[config.mk]
export PLATFORM = sky130hd
export DESIGN_NAME = running_mean_std_dev
export DESIGN_NICKNAME = d
export VERILOG_FILES = /design/src/sv/rmsd_pkg.sv /design/src/sv/running_mean_std_dev.sv /design/src/sv/rmsd_div.sv /design/src/sv/rmsd_sqrt.sv /design/src/sv/rmsd_ctrl.sv /design/src/sv/rmsd_dp.sv
export SDC_FILE = /design/constraint.sdc
export NUM_CORES = 2
export LEC_CHECK = 0
export BUFFER_PORTS_ARGS = -buffer_cell sky130_fd_sc_hd__buf_2
export CORE_MARGIN = 5
export CORE_UTILIZATION = 59
export DETAILED_ROUTE_END_ITERATION = 8
export HOLD_SLACK_MARGIN = 0.1
export PLACE_DENSITY_LB_ADDON = 0.12
export SLEW_MARGIN = 0
export SYNTH_ARGS = -nofsm -noshare
export SYNTH_HDL_FRONTEND = slang
export SYNTH_SLANG_ARGS = --single-unit
[constraint.sdc]
create_clock -name clk -period 10.2 [get_ports clk]
set_clock_uncertainty 0.2 [all_clocks]
set_input_delay 0.51 -clock clk [delete_from_list [all_inputs] [get_ports clk]]
set_output_delay 0.51 -clock clk [all_outputs]
set_load 0.01 [all_outputs]
[src/sv/rmsd_pkg.sv]
`timescale 1ns / 1ps
`default_nettype none
// ----------------------------------------------------------------------------
// rmsd_pkg
// Shared widths, limits, codes and controller/datapath interface types.
// ----------------------------------------------------------------------------
package rmsd_pkg;

  // field and accumulator widths
  localparam int SAMPLE_BITS   = 16;
  localparam int COUNT_BITS    = 24;
  localparam int FRAC_BITS     = 8;
  localparam int MEAN_BITS     = 24;
  localparam int DEV_BITS      = 23;
  localparam int SUM_BITS      = SAMPLE_BITS + COUNT_BITS;
  localparam int SQ_BITS       = 2 * SAMPLE_BITS - 2 + COUNT_BITS;
  localparam int HALF_BITS     = SUM_BITS / 2;

  // shared multiplier and its products
  localparam int MUL_BITS      = 27;
  localparam int PROD_BITS     = 2 * MUL_BITS;
  localparam int NSS_BITS      = COUNT_BITS + SQ_BITS;
  localparam int S2_BITS       = 2 * SUM_BITS - 1;
  localparam int NSQ_BITS      = 2 * COUNT_BITS;

  // divider and root unit
  localparam int VAR_SHIFT     = NSS_BITS - NSQ_BITS;
  localparam int MEAN_SHIFT    = MEAN_BITS - FRAC_BITS;
  localparam int QUO_BITS      = 2 * DEV_BITS;
  localparam int DIV_BITS      = NSQ_BITS;
  localparam int ITER_BITS     = $clog2(QUO_BITS + 1);
  localparam int SQRT_REM_BITS = DEV_BITS + 2;
  localparam int SQRT_CNT_BITS = $clog2(DEV_BITS + 1);

  // stream words
  localparam int IN_DATA_BITS   = ((SAMPLE_BITS + 7) / 8) * 8;
  localparam int OUT_FIELD_BITS = COUNT_BITS + MEAN_BITS + DEV_BITS;
  localparam int OUT_DATA_BITS  = ((OUT_FIELD_BITS + 7) / 8) * 8;

  localparam logic [COUNT_BITS-1:0] COUNT_MAX    = '1;
  localparam logic [MEAN_BITS-1:0]  MEAN_POS_MAX = {1'b0, {(MEAN_BITS-1){1'b1}}};
  localparam logic [MEAN_BITS-1:0]  MEAN_NEG_MAX = {1'b1, {(MEAN_BITS-1){1'b0}}};
  localparam logic [DEV_BITS-1:0]   DEV_MAX      = '1;

  // mode codes
  localparam logic MODE_ADD   = 1'b0;
  localparam logic MODE_CLEAR = 1'b1;

  // multiplier operations; the first six run in sequence from a step count
  typedef enum logic [2:0] {
    OP_NSS_LO,
    OP_NSS_HI,
    OP_MAG_LL,
    OP_MAG_LH,
    OP_MAG_HH,
    OP_N_SQ,
    OP_SAMPLE
  } mul_op_t;

  typedef enum logic [3:0] {
    ST_IDLE,
    ST_SQUARE,
    ST_ACCUM,
    ST_MAG,
    ST_START,
    ST_MEAN,
    ST_VAR_PREP,
    ST_VAR_LOAD,
    ST_VAR_DIV,
    ST_SQRT,
    ST_FINISH
  } state_t;

  typedef struct packed {
    logic    take_in;
    logic    mul_en;
    mul_op_t mul_op;
    logic    accum;
    logic    load_mag;
    logic    div_mean;
    logic    div_var;
    logic    sqrt_start;
    logic    take_mean;
    logic    load_diff;
    logic    load_out;
  } rmsd_cmd_t;

  typedef struct packed {
    logic empty;
    logic div_busy;
    logic sqrt_busy;
    logic out_free;
  } rmsd_status_t;

endpackage
`default_nettype wire

[src/sv/running_mean_std_dev.sv]
`timescale 1ns / 1ps
`default_nettype none
// ----------------------------------------------------------------------------
// running_mean_std_dev
// Running count, mean and population standard deviation of a sample stream.
// ----------------------------------------------------------------------------
// A word is accepted only after the result of the one before it has gone to
//   the output register. The divisions and root are skipped when the set is
//   empty after the word (clear, or no samples yet); else the shared restoring
//   divider (24 mean bits, then 46 variance bits) and 23-step root set the pace.
// The result sits in an output register, so the next word is taken while it
//   waits for the sink.
// Reset (rst, synchronous, active high) empties the statistics, idles the
//   sequencer and drops any result word not yet taken.
// ----------------------------------------------------------------------------
//
// Each word either clears the statistics (s_tuser = 1) or adds one signed
// sample. After every word the block reports
//   point_total : samples held, stops counting when full (a sample arriving
//                 at a full count is dropped and the result is recomputed)
//   mean_value  : sum / n, signed, 8 fraction bits, toward zero, saturating
//   deviation   : floor(sqrt((n*sumsq - sum^2) * 2^16 / n^2)), saturating
// Both are zero for an empty set.
//
// Flow per word:
//   square sample -> update count/sum/sumsq -> take |sum|
//   -> mean division, meanwhile n*sumsq, sum^2 and n^2 on the multiplier
//   -> variance numerator -> variance division -> square root -> output
module running_mean_std_dev (
  input  logic                               clk,
  input  logic                               rst,
  // input stream
  input  logic                               s_tvalid,
  output logic                               s_tready,
  input  logic [rmsd_pkg::IN_DATA_BITS-1:0]  s_tdata,   // [15:0] sample (signed)
  input  logic                               s_tuser,   // [0] mode: 0 add, 1 clear
  // result stream
  output logic                               m_tvalid,
  input  logic                               m_tready,
  output logic [rmsd_pkg::OUT_DATA_BITS-1:0] m_tdata    // [23:0] point_total,
                                                        // [47:24] mean_value,
                                                        // [70:48] deviation,
                                                        // [71] zero
);
  import rmsd_pkg::*;

  rmsd_cmd_t    cmd;
  rmsd_status_t status;

  // sequencer
  rmsd_ctrl u_ctrl (
    .clk      (clk),
    .rst      (rst),
    .in_valid (s_tvalid),
    .in_ready (s_tready),
    .cmd      (cmd),
    .status   (status)
  );

  // arithmetic and result register
  rmsd_dp u_dp (
    .clk       (clk),
    .rst       (rst),
    .cmd       (cmd),
    .status    (status),
    .in_data   (s_tdata),
    .in_user   (s_tuser),
    .out_valid (m_tvalid),
    .out_ready (m_tready),
    .out_data  (m_tdata)
  );

endmodule
`default_nettype wire

[src/sv/rmsd_div.sv]
`timescale 1ns / 1ps
`default_nettype none
// ----------------------------------------------------------------------------
// rmsd_div
// Restoring divider, one quotient bit per cycle, shared by mean and variance.
// ----------------------------------------------------------------------------
module rmsd_div (
  input  logic                           clk,
  input  logic                           rst,
  input  logic                           start,
  input  logic [rmsd_pkg::DIV_BITS-1:0]  rem_init,   // dividend bits above the quotient
  input  logic [rmsd_pkg::QUO_BITS-1:0]  bits_init,  // remaining dividend bits, MSB first
  input  logic [rmsd_pkg::DIV_BITS-1:0]  divisor_in,
  input  logic [rmsd_pkg::ITER_BITS-1:0] iters,
  output logic                           busy,
  output logic [rmsd_pkg::QUO_BITS-1:0]  quotient
);
  import rmsd_pkg::*;

  logic [DIV_BITS-1:0]  rem;
  logic [QUO_BITS-1:0]  bits;
  logic [DIV_BITS-1:0]  divisor;
  logic [QUO_BITS-1:0]  quo;
  logic [ITER_BITS-1:0] cnt;
  logic [DIV_BITS:0]    rem_sh;
  logic [DIV_BITS:0]    rem_diff;
  logic                 ge;

  assign rem_sh   = {rem, bits[QUO_BITS-1]};
  assign rem_diff = rem_sh - {1'b0, divisor};
  assign ge       = (rem_sh >= {1'b0, divisor});
  assign quotient = quo;

  always_ff @(posedge clk) begin
    if (rst) begin
      busy <= 1'b0;
      cnt  <= '0;
    end else if (start) begin
      busy <= 1'b1;
      cnt  <= iters;
    end else if (busy) begin
      cnt <= cnt - ITER_BITS'(1);
      if (cnt == ITER_BITS'(1)) begin
        busy <= 1'b0;
      end
    end
  end

  always_ff @(posedge clk) begin
    if (start) begin
      rem     <= rem_init;
      bits    <= bits_init;
      divisor <= divisor_in;
      quo     <= '0;
    end else if (busy) begin
      rem  <= ge ? rem_diff[DIV_BITS-1:0] : rem_sh[DIV_BITS-1:0];
      bits <= {bits[QUO_BITS-2:0], 1'b0};
      quo  <= {quo[QUO_BITS-2:0], ge};
    end
  end

endmodule
`default_nettype wire

[src/sv/rmsd_sqrt.sv]
`timescale 1ns / 1ps
`default_nettype none
// ----------------------------------------------------------------------------
// rmsd_sqrt
// Digit-by-digit integer square root, one root bit per cycle.
// ----------------------------------------------------------------------------
module rmsd_sqrt (
  input  logic                          clk,
  input  logic                          rst,
  input  logic                          start,
  input  logic [rmsd_pkg::QUO_BITS-1:0] radicand,
  output logic                          busy,
  output logic [rmsd_pkg::DEV_BITS-1:0] root
);
  import rmsd_pkg::*;

  logic [QUO_BITS-1:0]      rad;
  logic [SQRT_REM_BITS-1:0] rem;
  logic [SQRT_CNT_BITS-1:0] cnt;
  logic [SQRT_REM_BITS+1:0] rem_sh;
  logic [SQRT_REM_BITS+1:0] trial;
  logic [SQRT_REM_BITS+1:0] rem_diff;
  logic                     ge;

  assign rem_sh   = {rem, rad[QUO_BITS-1 -: 2]};
  assign trial    = {2'b00, root, 2'b01};
  assign rem_diff = rem_sh - trial;
  assign ge       = (rem_sh >= trial);

  always_ff @(posedge clk) begin
    if (rst) begin
      busy <= 1'b0;
      cnt  <= '0;
    end else if (start) begin
      busy <= 1'b1;
      cnt  <= SQRT_CNT_BITS'(DEV_BITS);
    end else if (busy) begin
      cnt <= cnt - SQRT_CNT_BITS'(1);
      if (cnt == SQRT_CNT_BITS'(1)) begin
        busy <= 1'b0;
      end
    end
  end

  always_ff @(posedge clk) begin
    if (start) begin
      rad  <= radicand;
      rem  <= '0;
      root <= '0;
    end else if (busy) begin
      rad  <= {rad[QUO_BITS-3:0], 2'b00};
      rem  <= ge ? rem_diff[SQRT_REM_BITS-1:0] : rem_sh[SQRT_REM_BITS-1:0];
      root <= {root[DEV_BITS-2:0], ge};
    end
  end

endmodule
`default_nettype wire

[src/sv/rmsd_ctrl.sv]
`timescale 1ns / 1ps
`default_nettype none
// ----------------------------------------------------------------------------
// rmsd_ctrl
// Sequencer: accumulate, mean divide with products, variance divide, root.
// ----------------------------------------------------------------------------
module rmsd_ctrl (
  input  logic                   clk,
  input  logic                   rst,
  input  logic                   in_valid,
  output logic                   in_ready,
  output rmsd_pkg::rmsd_cmd_t    cmd,
  input  rmsd_pkg::rmsd_status_t status
);
  import rmsd_pkg::*;

  localparam logic [2:0] MUL_STEPS = 3'd6;
  localparam logic [2:0] MUL_DONE  = 3'd7;

  state_t     state;
  state_t     state_next;
  logic [2:0] mstep;
  logic       mul_done;

  assign mul_done = (mstep == MUL_DONE);

  always_ff @(posedge clk) begin
    if (rst) begin
      state <= ST_IDLE;
      mstep <= '0;
    end else begin
      state <= state_next;
      if (state == ST_START) begin
        mstep <= '0;
      end else if (state == ST_MEAN && !mul_done) begin
        mstep <= mstep + 3'd1;
      end
    end
  end

  always_comb begin
    state_next = state;
    unique case (state)
      ST_IDLE:     if (in_valid) state_next = ST_SQUARE;
      ST_SQUARE:   state_next = ST_ACCUM;
      ST_ACCUM:    state_next = ST_MAG;
      ST_MAG:      state_next = ST_START;
      ST_START:    state_next = status.empty ? ST_FINISH : ST_MEAN;
      ST_MEAN:     if (!status.div_busy && mul_done) state_next = ST_VAR_PREP;
      ST_VAR_PREP: state_next = ST_VAR_LOAD;
      ST_VAR_LOAD: state_next = ST_VAR_DIV;
      ST_VAR_DIV:  if (!status.div_busy) state_next = ST_SQRT;
      ST_SQRT:     if (!status.sqrt_busy) state_next = ST_FINISH;
      ST_FINISH:   if (status.out_free) state_next = ST_IDLE;
      default:     state_next = ST_IDLE;
    endcase
  end

  always_comb begin
    in_ready   = 1'b0;
    cmd        = '0;
    cmd.mul_op = OP_SAMPLE;
    unique case (state)
      ST_IDLE: begin
        in_ready    = 1'b1;
        cmd.take_in = in_valid;
      end
      ST_SQUARE: begin
        cmd.mul_en = 1'b1;
        cmd.mul_op = OP_SAMPLE;
      end
      ST_ACCUM:    cmd.accum = 1'b1;
      ST_MAG:      cmd.load_mag = 1'b1;
      ST_START:    cmd.div_mean = !status.empty;
      ST_MEAN: begin
        cmd.mul_en = (mstep < MUL_STEPS);
        cmd.mul_op = mul_op_t'(mstep);
      end
      ST_VAR_PREP: begin
        cmd.take_mean = 1'b1;
        cmd.load_diff = 1'b1;
      end
      ST_VAR_LOAD: cmd.div_var = 1'b1;
      ST_VAR_DIV:  cmd.sqrt_start = !status.div_busy;
      ST_SQRT:     ;
      ST_FINISH:   cmd.load_out = status.out_free;
      default:     ;
    endcase
  end

endmodule
`default_nettype wire

[src/sv/rmsd_dp.sv]
`timescale 1ns / 1ps
`default_nettype none
// ----------------------------------------------------------------------------
// rmsd_dp
// Statistics registers, shared multiplier, divider, root unit, output word.
// ----------------------------------------------------------------------------
module rmsd_dp (
  input  logic                               clk,
  input  logic                               rst,
  input  rmsd_pkg::rmsd_cmd_t                cmd,
  output rmsd_pkg::rmsd_status_t             status,
  input  logic [rmsd_pkg::IN_DATA_BITS-1:0]  in_data,
  input  logic                               in_user,
  output logic                               out_valid,
  input  logic                               out_ready,
  output logic [rmsd_pkg::OUT_DATA_BITS-1:0] out_data
);
  import rmsd_pkg::*;

  logic                   in_mode;
  logic [SAMPLE_BITS-1:0] in_sample;
  logic [SAMPLE_BITS-1:0] smag;

  logic [COUNT_BITS-1:0]  point_count;
  logic [SUM_BITS-1:0]    running_sum;
  logic [SQ_BITS-1:0]     square_sum;

  logic [SUM_BITS-1:0]    mag;
  logic                   mag_neg;
  logic                   empty;

  logic [MUL_BITS-1:0]    mul_a;
  logic [MUL_BITS-1:0]    mul_b;
  logic [PROD_BITS-1:0]   prod;
  logic                   prod_valid;
  mul_op_t                prod_op;

  logic [NSS_BITS-1:0]    nss;
  logic [S2_BITS-1:0]     s2;
  logic [NSQ_BITS-1:0]    nsq;
  logic [NSS_BITS+1:0]    diff;
  logic [NSS_BITS-1:0]    var_num;

  logic                   mean_sat;
  logic                   var_sat;
  logic [MEAN_BITS-1:0]   mean_q;
  logic [MEAN_BITS-1:0]   mean_clamp;
  logic [MEAN_BITS-1:0]   mean_res;

  logic                   div_start;
  logic [DIV_BITS-1:0]    div_rem_init;
  logic [QUO_BITS-1:0]    div_bits_init;
  logic [DIV_BITS-1:0]    div_divisor;
  logic [ITER_BITS-1:0]   div_iters;
  logic                   div_busy;
  logic [QUO_BITS-1:0]    div_quo;

  logic                   sqrt_busy;
  logic [DEV_BITS-1:0]    sqrt_root;
  logic [DEV_BITS-1:0]    dev_res;

  // ---- input word ----
  always_ff @(posedge clk) begin
    if (cmd.take_in) begin
      in_mode   <= in_user;
      in_sample <= in_data[SAMPLE_BITS-1:0];
    end
  end

  assign smag = in_sample[SAMPLE_BITS-1] ? (~in_sample + SAMPLE_BITS'(1)) : in_sample;

  // ---- shared multiplier ----
  always_comb begin
    case (cmd.mul_op)
      OP_NSS_LO: begin
        mul_a = {{(MUL_BITS-COUNT_BITS){1'b0}}, point_count};
        mul_b = square_sum[MUL_BITS-1:0];
      end
      OP_NSS_HI: begin
        mul_a = {{(MUL_BITS-COUNT_BITS){1'b0}}, point_count};
        mul_b = square_sum[SQ_BITS-1:MUL_BITS];
      end
      OP_MAG_LL: begin
        mul_a = {{(MUL_BITS-HALF_BITS){1'b0}}, mag[HALF_BITS-1:0]};
        mul_b = {{(MUL_BITS-HALF_BITS){1'b0}}, mag[HALF_BITS-1:0]};
      end
      OP_MAG_LH: begin
        mul_a = {{(MUL_BITS-HALF_BITS){1'b0}}, mag[HALF_BITS-1:0]};
        mul_b = {{(MUL_BITS-HALF_BITS){1'b0}}, mag[SUM_BITS-1:HALF_BITS]};
      end
      OP_MAG_HH: begin
        mul_a = {{(MUL_BITS-HALF_BITS){1'b0}}, mag[SUM_BITS-1:HALF_BITS]};
        mul_b = {{(MUL_BITS-HALF_BITS){1'b0}}, mag[SUM_BITS-1:HALF_BITS]};
      end
      OP_N_SQ: begin
        mul_a = {{(MUL_BITS-COUNT_BITS){1'b0}}, point_count};
        mul_b = {{(MUL_BITS-COUNT_BITS){1'b0}}, point_count};
      end
      default: begin
        mul_a = {{(MUL_BITS-SAMPLE_BITS){1'b0}}, smag};
        mul_b = {{(MUL_BITS-SAMPLE_BITS){1'b0}}, smag};
      end
    endcase
  end

  always_ff @(posedge clk) begin
    if (rst) begin
      prod_valid <= 1'b0;
    end else begin
      prod_valid <= cmd.mul_en;
    end
  end

  always_ff @(posedge clk) begin
    if (cmd.mul_en) begin
      prod    <= mul_a * mul_b;
      prod_op <= cmd.mul_op;
    end
  end

  // partial products gather in the cycle after their multiplier step
  always_ff @(posedge clk) begin
    if (prod_valid) begin
      case (prod_op)
        OP_NSS_LO: nss <= {{(NSS_BITS-PROD_BITS){1'b0}}, prod};
        OP_NSS_HI: nss <= nss + ({{(NSS_BITS-PROD_BITS){1'b0}}, prod} << MUL_BITS);
        OP_MAG_LL: s2  <= {{(S2_BITS-PROD_BITS){1'b0}}, prod};
        OP_MAG_LH: s2  <= s2 + ({{(S2_BITS-PROD_BITS){1'b0}}, prod} << (HALF_BITS + 1));
        OP_MAG_HH: s2  <= s2 + ({{(S2_BITS-PROD_BITS){1'b0}}, prod} << SUM_BITS);
        OP_N_SQ:   nsq <= prod[NSQ_BITS-1:0];
        default:   ;
      endcase
    end
  end

  // ---- statistics ----
  always_ff @(posedge clk) begin
    if (rst) begin
      point_count <= '0;
      running_sum <= '0;
      square_sum  <= '0;
    end else if (cmd.accum) begin
      if (in_mode == MODE_CLEAR) begin
        point_count <= '0;
        running_sum <= '0;
        square_sum  <= '0;
      end else if (point_count != COUNT_MAX) begin
        // a full count ignores the sample
        point_count <= point_count + COUNT_BITS'(1);
        running_sum <= running_sum
                     + {{(SUM_BITS-SAMPLE_BITS){in_sample[SAMPLE_BITS-1]}}, in_sample};
        square_sum  <= square_sum + prod;
      end
    end
  end

  always_ff @(posedge clk) begin
    if (cmd.load_mag) begin
      mag_neg <= running_sum[SUM_BITS-1];
      mag     <= running_sum[SUM_BITS-1] ? (~running_sum + SUM_BITS'(1)) : running_sum;
      empty   <= (point_count == '0);
    end
  end

  // ---- variance numerator n*sumsq - sum^2 ----
  assign diff = {2'b00, nss} - {1'b0, s2};

  always_ff @(posedge clk) begin
    if (cmd.load_diff) begin
      var_num <= diff[NSS_BITS+1] ? '0 : diff[NSS_BITS-1:0];
    end
  end

  // ---- divider ----
  assign div_start = cmd.div_mean | cmd.div_var;

  always_comb begin
    if (cmd.div_var) begin
      div_rem_init  = var_num[NSS_BITS-1:VAR_SHIFT];
      div_bits_init = {var_num[VAR_SHIFT-1:0], {(QUO_BITS-VAR_SHIFT){1'b0}}};
      div_divisor   = nsq;
      div_iters     = ITER_BITS'(QUO_BITS);
    end else begin
      div_rem_init  = {{(DIV_BITS-SUM_BITS+MEAN_SHIFT){1'b0}}, mag[SUM_BITS-1:MEAN_SHIFT]};
      div_bits_init = {mag[MEAN_SHIFT-1:0], {(QUO_BITS-MEAN_SHIFT){1'b0}}};
      div_divisor   = {{(DIV_BITS-COUNT_BITS){1'b0}}, point_count};
      div_iters     = ITER_BITS'(MEAN_BITS);
    end
  end

  // a quotient that would not fit is caught as the division starts
  always_ff @(posedge clk) begin
    if (cmd.div_mean) begin
      mean_sat <= (mag >= {point_count, {MEAN_SHIFT{1'b0}}});
    end
    if (cmd.div_var) begin
      var_sat <= (var_num >= {nsq, {VAR_SHIFT{1'b0}}});
    end
  end

  rmsd_div u_div (
    .clk        (clk),
    .rst        (rst),
    .start      (div_start),
    .rem_init   (div_rem_init),
    .bits_init  (div_bits_init),
    .divisor_in (div_divisor),
    .iters      (div_iters),
    .busy       (div_busy),
    .quotient   (div_quo)
  );

  // ---- mean ----
  assign mean_q = div_quo[MEAN_BITS-1:0];

  always_comb begin
    if (mag_neg) begin
      mean_clamp = (mean_sat || mean_q > MEAN_NEG_MAX) ? MEAN_NEG_MAX : mean_q;
      mean_res   = ~mean_clamp + MEAN_BITS'(1);
    end else begin
      mean_clamp = (mean_sat || mean_q > MEAN_POS_MAX) ? MEAN_POS_MAX : mean_q;
      mean_res   = mean_clamp;
    end
  end

  logic [MEAN_BITS-1:0] mean_hold;

  always_ff @(posedge clk) begin
    if (cmd.take_mean) begin
      mean_hold <= mean_res;
    end
  end

  // ---- deviation ----
  rmsd_sqrt u_sqrt (
    .clk      (clk),
    .rst      (rst),
    .start    (cmd.sqrt_start),
    .radicand (div_quo),
    .busy     (sqrt_busy),
    .root     (sqrt_root)
  );

  assign dev_res = var_sat ? DEV_MAX : sqrt_root;

  // ---- output word ----
  always_ff @(posedge clk) begin
    if (rst) begin
      out_valid <= 1'b0;
    end else if (cmd.load_out) begin
      out_valid <= 1'b1;
    end else if (out_ready) begin
      out_valid <= 1'b0;
    end
  end

  always_ff @(posedge clk) begin
    if (cmd.load_out) begin
      if (empty) begin
        out_data <= {{(OUT_DATA_BITS-COUNT_BITS){1'b0}}, point_count};
      end else begin
        out_data <= {{(OUT_DATA_BITS-OUT_FIELD_BITS){1'b0}}, dev_res, mean_hold, point_count};
      end
    end
  end

  assign status.empty     = empty;
  assign status.div_busy  = div_busy;
  assign status.sqrt_busy = sqrt_busy;
  assign status.out_free  = !out_valid || out_ready;

endmodule
`default_nettype wire

==> run_results.csv <==
group,metric,value,unit
run_status,outcome,"finished, final reports clean",
grt,grt_first_pass_wirelength,400500,um
yosys,synth.avg_cell_area,8.950,um2
sta,fin_setup_tns,0,ps
sta,finalCritPeriodShare,96.74,%
yosys,yosys.area.top_type,"edfxtp_1",
min_path,hp-class,"in -> reg",
grt,grt_max_degree,99,
sta,layout_min_cycle_time,9867,ps
clock_tree,cts-htree-levels,3,
final_layout,seq_area,0.02466,mm2
placement,place_congestion,1.032,
sta,rsz0062_at_grt,"false",
detailed_routing,drt_first_pass_iters,6,
floorplanning,num_io_pins,95,
detailed_routing,drc_errors,0,
floorplanning,core,0.1350,mm2
job,maxCapViolCount,0,
floorplanning,fp-row-count,135,
clock_tree,cts_tree,"built",
worst_setup_path,cp_max_fo,10,
detailed_routing,via_per_inst,6.245,
worst_setup_path,max_stage_delay,630,ps
yosys,synth_area,0.07977,mm2
placement,port_buffers,93,
yosys,syn_nets,10130,
worst_setup_path,critPathCaptureType,"flop",
yosys,yosysSeqAreaShare,30.91,%
yosys,yosys_warnings,0,
worst_setup_path,cp-start-kind,"flop",
detailed_routing,routed_wl,271100,um
yosys,synthTopCellsByArea,"edfxtp_1 (25%), fa_1 (14%), ha_1 (10%)",
floorplanning,die-height,377.7,um
yosys,synth_top_area_share,25.03,%
detailed_routing,dr.first_iter.drc_count,7294,
yosys,synth-edff-count,665,
sta,worst_pin_slew,1307,ps
grt,antenna_found_initial,13,
yosys,syn-instance-count,8913,
yosys,synth-seq-cells,899,
floorplanning,fp.dieW,377.7,um
clock_tree,clock_latency,730,ps
yosys,ys.flop_type,"edfxtp_1",
grt,track_usage,37.35,%
detailed_routing,ant_nets,0,
detailed_routing,num_vias,67610,
sta,drv_slew,0,
sta,setup-violations-final,0,
worst_setup_path,critPathKind,"reg -> reg",
clock_tree,clock_path_buffers,3,
clock_tree,clkSinkCount,899,
final_layout,area_growth,8.744,%
sta,fmax,101.3,MHz
grt,grt_pass1_vias,64280,
floorplanning,start_util,59.11,%
worst_setup_path,path_common_cell,"fa_1",
clock_tree,path_clk_slew,60,ps
clock_tree,root_buffer,"clkbuf_16",
floorplanning,die_area,0.1427,mm2
sta,final-hold-violation-count,0,
worst_setup_path,cp_slowest_cell,"or4_1",
yosys,synth_cell_type_count,87,
worst_setup_path,critPathRequiredTime,10490,ps
grt,overflow,0,
worst_setup_path,cp.arrival,10160,ps
detailed_routing,wl_per_cell,25.05,um
sta,max_slew_margin,12.88,%
final_layout,nNetsFinal,10160,
placement,hpwlAfterDp,207600,um
final_layout,fillCellCount,11430,
clock_tree,cts_inserted_buffers,101,
yosys,async_flop_share,0,%
final_layout,drive_above_1_share,6.676,%
final_layout,multiInputGateArea,0.05006,mm2
==> cells in the final DEF (no fill, tap or decap), types with 96 or more instances in the layout <==
master and instances:
inv_1 978, nand2_1 1011, xnor2_1 297, buf_4 229, nor3_1 111, clkbuf_16 101
mux2i_1 141, nor2b_1 96, a21oi_1 548, xor2_1 174, a21o_1 311, o21ai_0 476
ha_1 640, edfxtp_1 665, nand3_1 139, fa_1 555, dfxtp_1 231, nor2_1 937
==> synth_stat cells (100+ instances only) <==
library cell  number
inv_1            980
nor2_1           944
nor3_1           112
nor2b_1          100
o21ai_0          478
edfxtp_1         665
clkbuf_1         394
xor2_1           174
dfxtp_1          234
nand3_1          141
fa_1             555
nand2_1         1017
a21o_1           311
ha_1             640
mux2i_1          141
xnor2_1          297
a21oi_1          548
==> what timing repair did <==
action | CTS | global route
buffers inserted | 0 | 2
hold buffers | 18 | 0
gates resized for setup | 0 | 14
hold endpoints to repair | 18 | 0
setup endpoints to repair | 0 | 9
==> critical path: cells and delay by family, from the launching register on <==
kind,cells,cell delay [ps]
XOR/XNOR,2,300
AO/OA/AOI/OAI,9,2210
flip-flops,1,450
AND/OR/NAND/NOR,8,2190
buffers and inverters,5,420
adder cells (fa/ha/maj),8,3910
==> area by class of cell <==
class                      instances  area share [%]
tap                             1781           2.569
antenna                           12         0.03462
timing repair buffer             350           2.947
multi-input combinational       6611           57.70
clock buffer                     114           2.993
sequential                       899           28.42
clock inverter                    77           1.075
inverter                         982           4.255
==> metrics by stage <==
step | hold WS, ps | instances | instance area (um2) | util (%) | setup WS, ps
2_1_floorplan | 206.4 | 8913 | 79770 | - | 457.1
3_3_place_gp | 261.2 | 10600 | 82930 | 61.45 | 314.3
3_5_place_dp | 276.9 | 10600 | 82930 | 61.45 | 169.8
4_1_cts | 237.0 | 10810 | 86640 | 64.19 | 152.9
5_1_grt | 292.2 | 10810 | 86720 | 64.25 | 2.615
6_report | 264.1 | 10830 | 86750 | 64.28 | 332.8
==> flip-flops by register name, summed over array words and instances, names as in the netlist, 4 cells and up <==
register and flops:
u_ctrl.state 4, u_dp.in_sample 16, u_dp.mag 40, u_dp.mean_hold 24, u_dp.nsq 48, u_dp.nss 78
u_dp.out_data 71, u_dp.point_count 24, u_dp.prod 51, u_dp.running_sum 40, u_dp.s2 79, u_dp.square_sum 54
u_dp.u_div.bits 30, u_dp.u_div.cnt 6, u_dp.u_div.divisor 48, u_dp.u_div.quotient 46, u_dp.u_div.rem 48, u_dp.u_sqrt.cnt 5
u_dp.u_sqrt.rad 46, u_dp.u_sqrt.rem 25, u_dp.u_sqrt.root 23, u_dp.var_num 78
==> cells by family (layout without fill, tap and decap cells) <==
| family | count (synthesis) | in the layout | synth area share [%] |
|---|---|---|---|
| AOI/OAI and AO/OA | 2004 | 2004 | 15.93 |
| xor gates and xnor gates | 471 | 471 | 5.171 |
| adders and majority gates | 1195 | 1195 | 23.97 |
| buffers and inverters | 1403 | 1523 | 6.611 |
| DFF | 899 | 899 | 30.91 |
| muxes | 146 | 146 | 1.840 |
| other | 1 | 13 | 0.004701 |
| and+or+nand+nor | 2794 | 2794 | 15.57 |
==> metal layers <==
metal / vias up / share of wire, % / global-route usage [%]
met5: - / 0.0074 / 0
met4: 4 / 5.4 / 16.48
met3: 739 / 11 / 8.782
met2: 3397 / 43 / 56.34
met1: 32790 / 41 / 51.60
li1: 30670 / - / -
==> worst paths after layout <==
check                            from                    to  slack [ps]  cells after the start
hold / removal                    rst  u_dp.running_sum[20]         260                      3
setup reg to reg    u_dp.in_sample[7]         u_dp.prod[49]         330                     32
hold reg to reg   u_dp.square_sum[18]   u_dp.square_sum[18]         280                      2
setup / recovery    u_dp.in_sample[7]         u_dp.prod[49]         330                     32
Power is not shown: default switching activity piles up to over one toggle a cycle in this logic, so the estimate is an artifact.
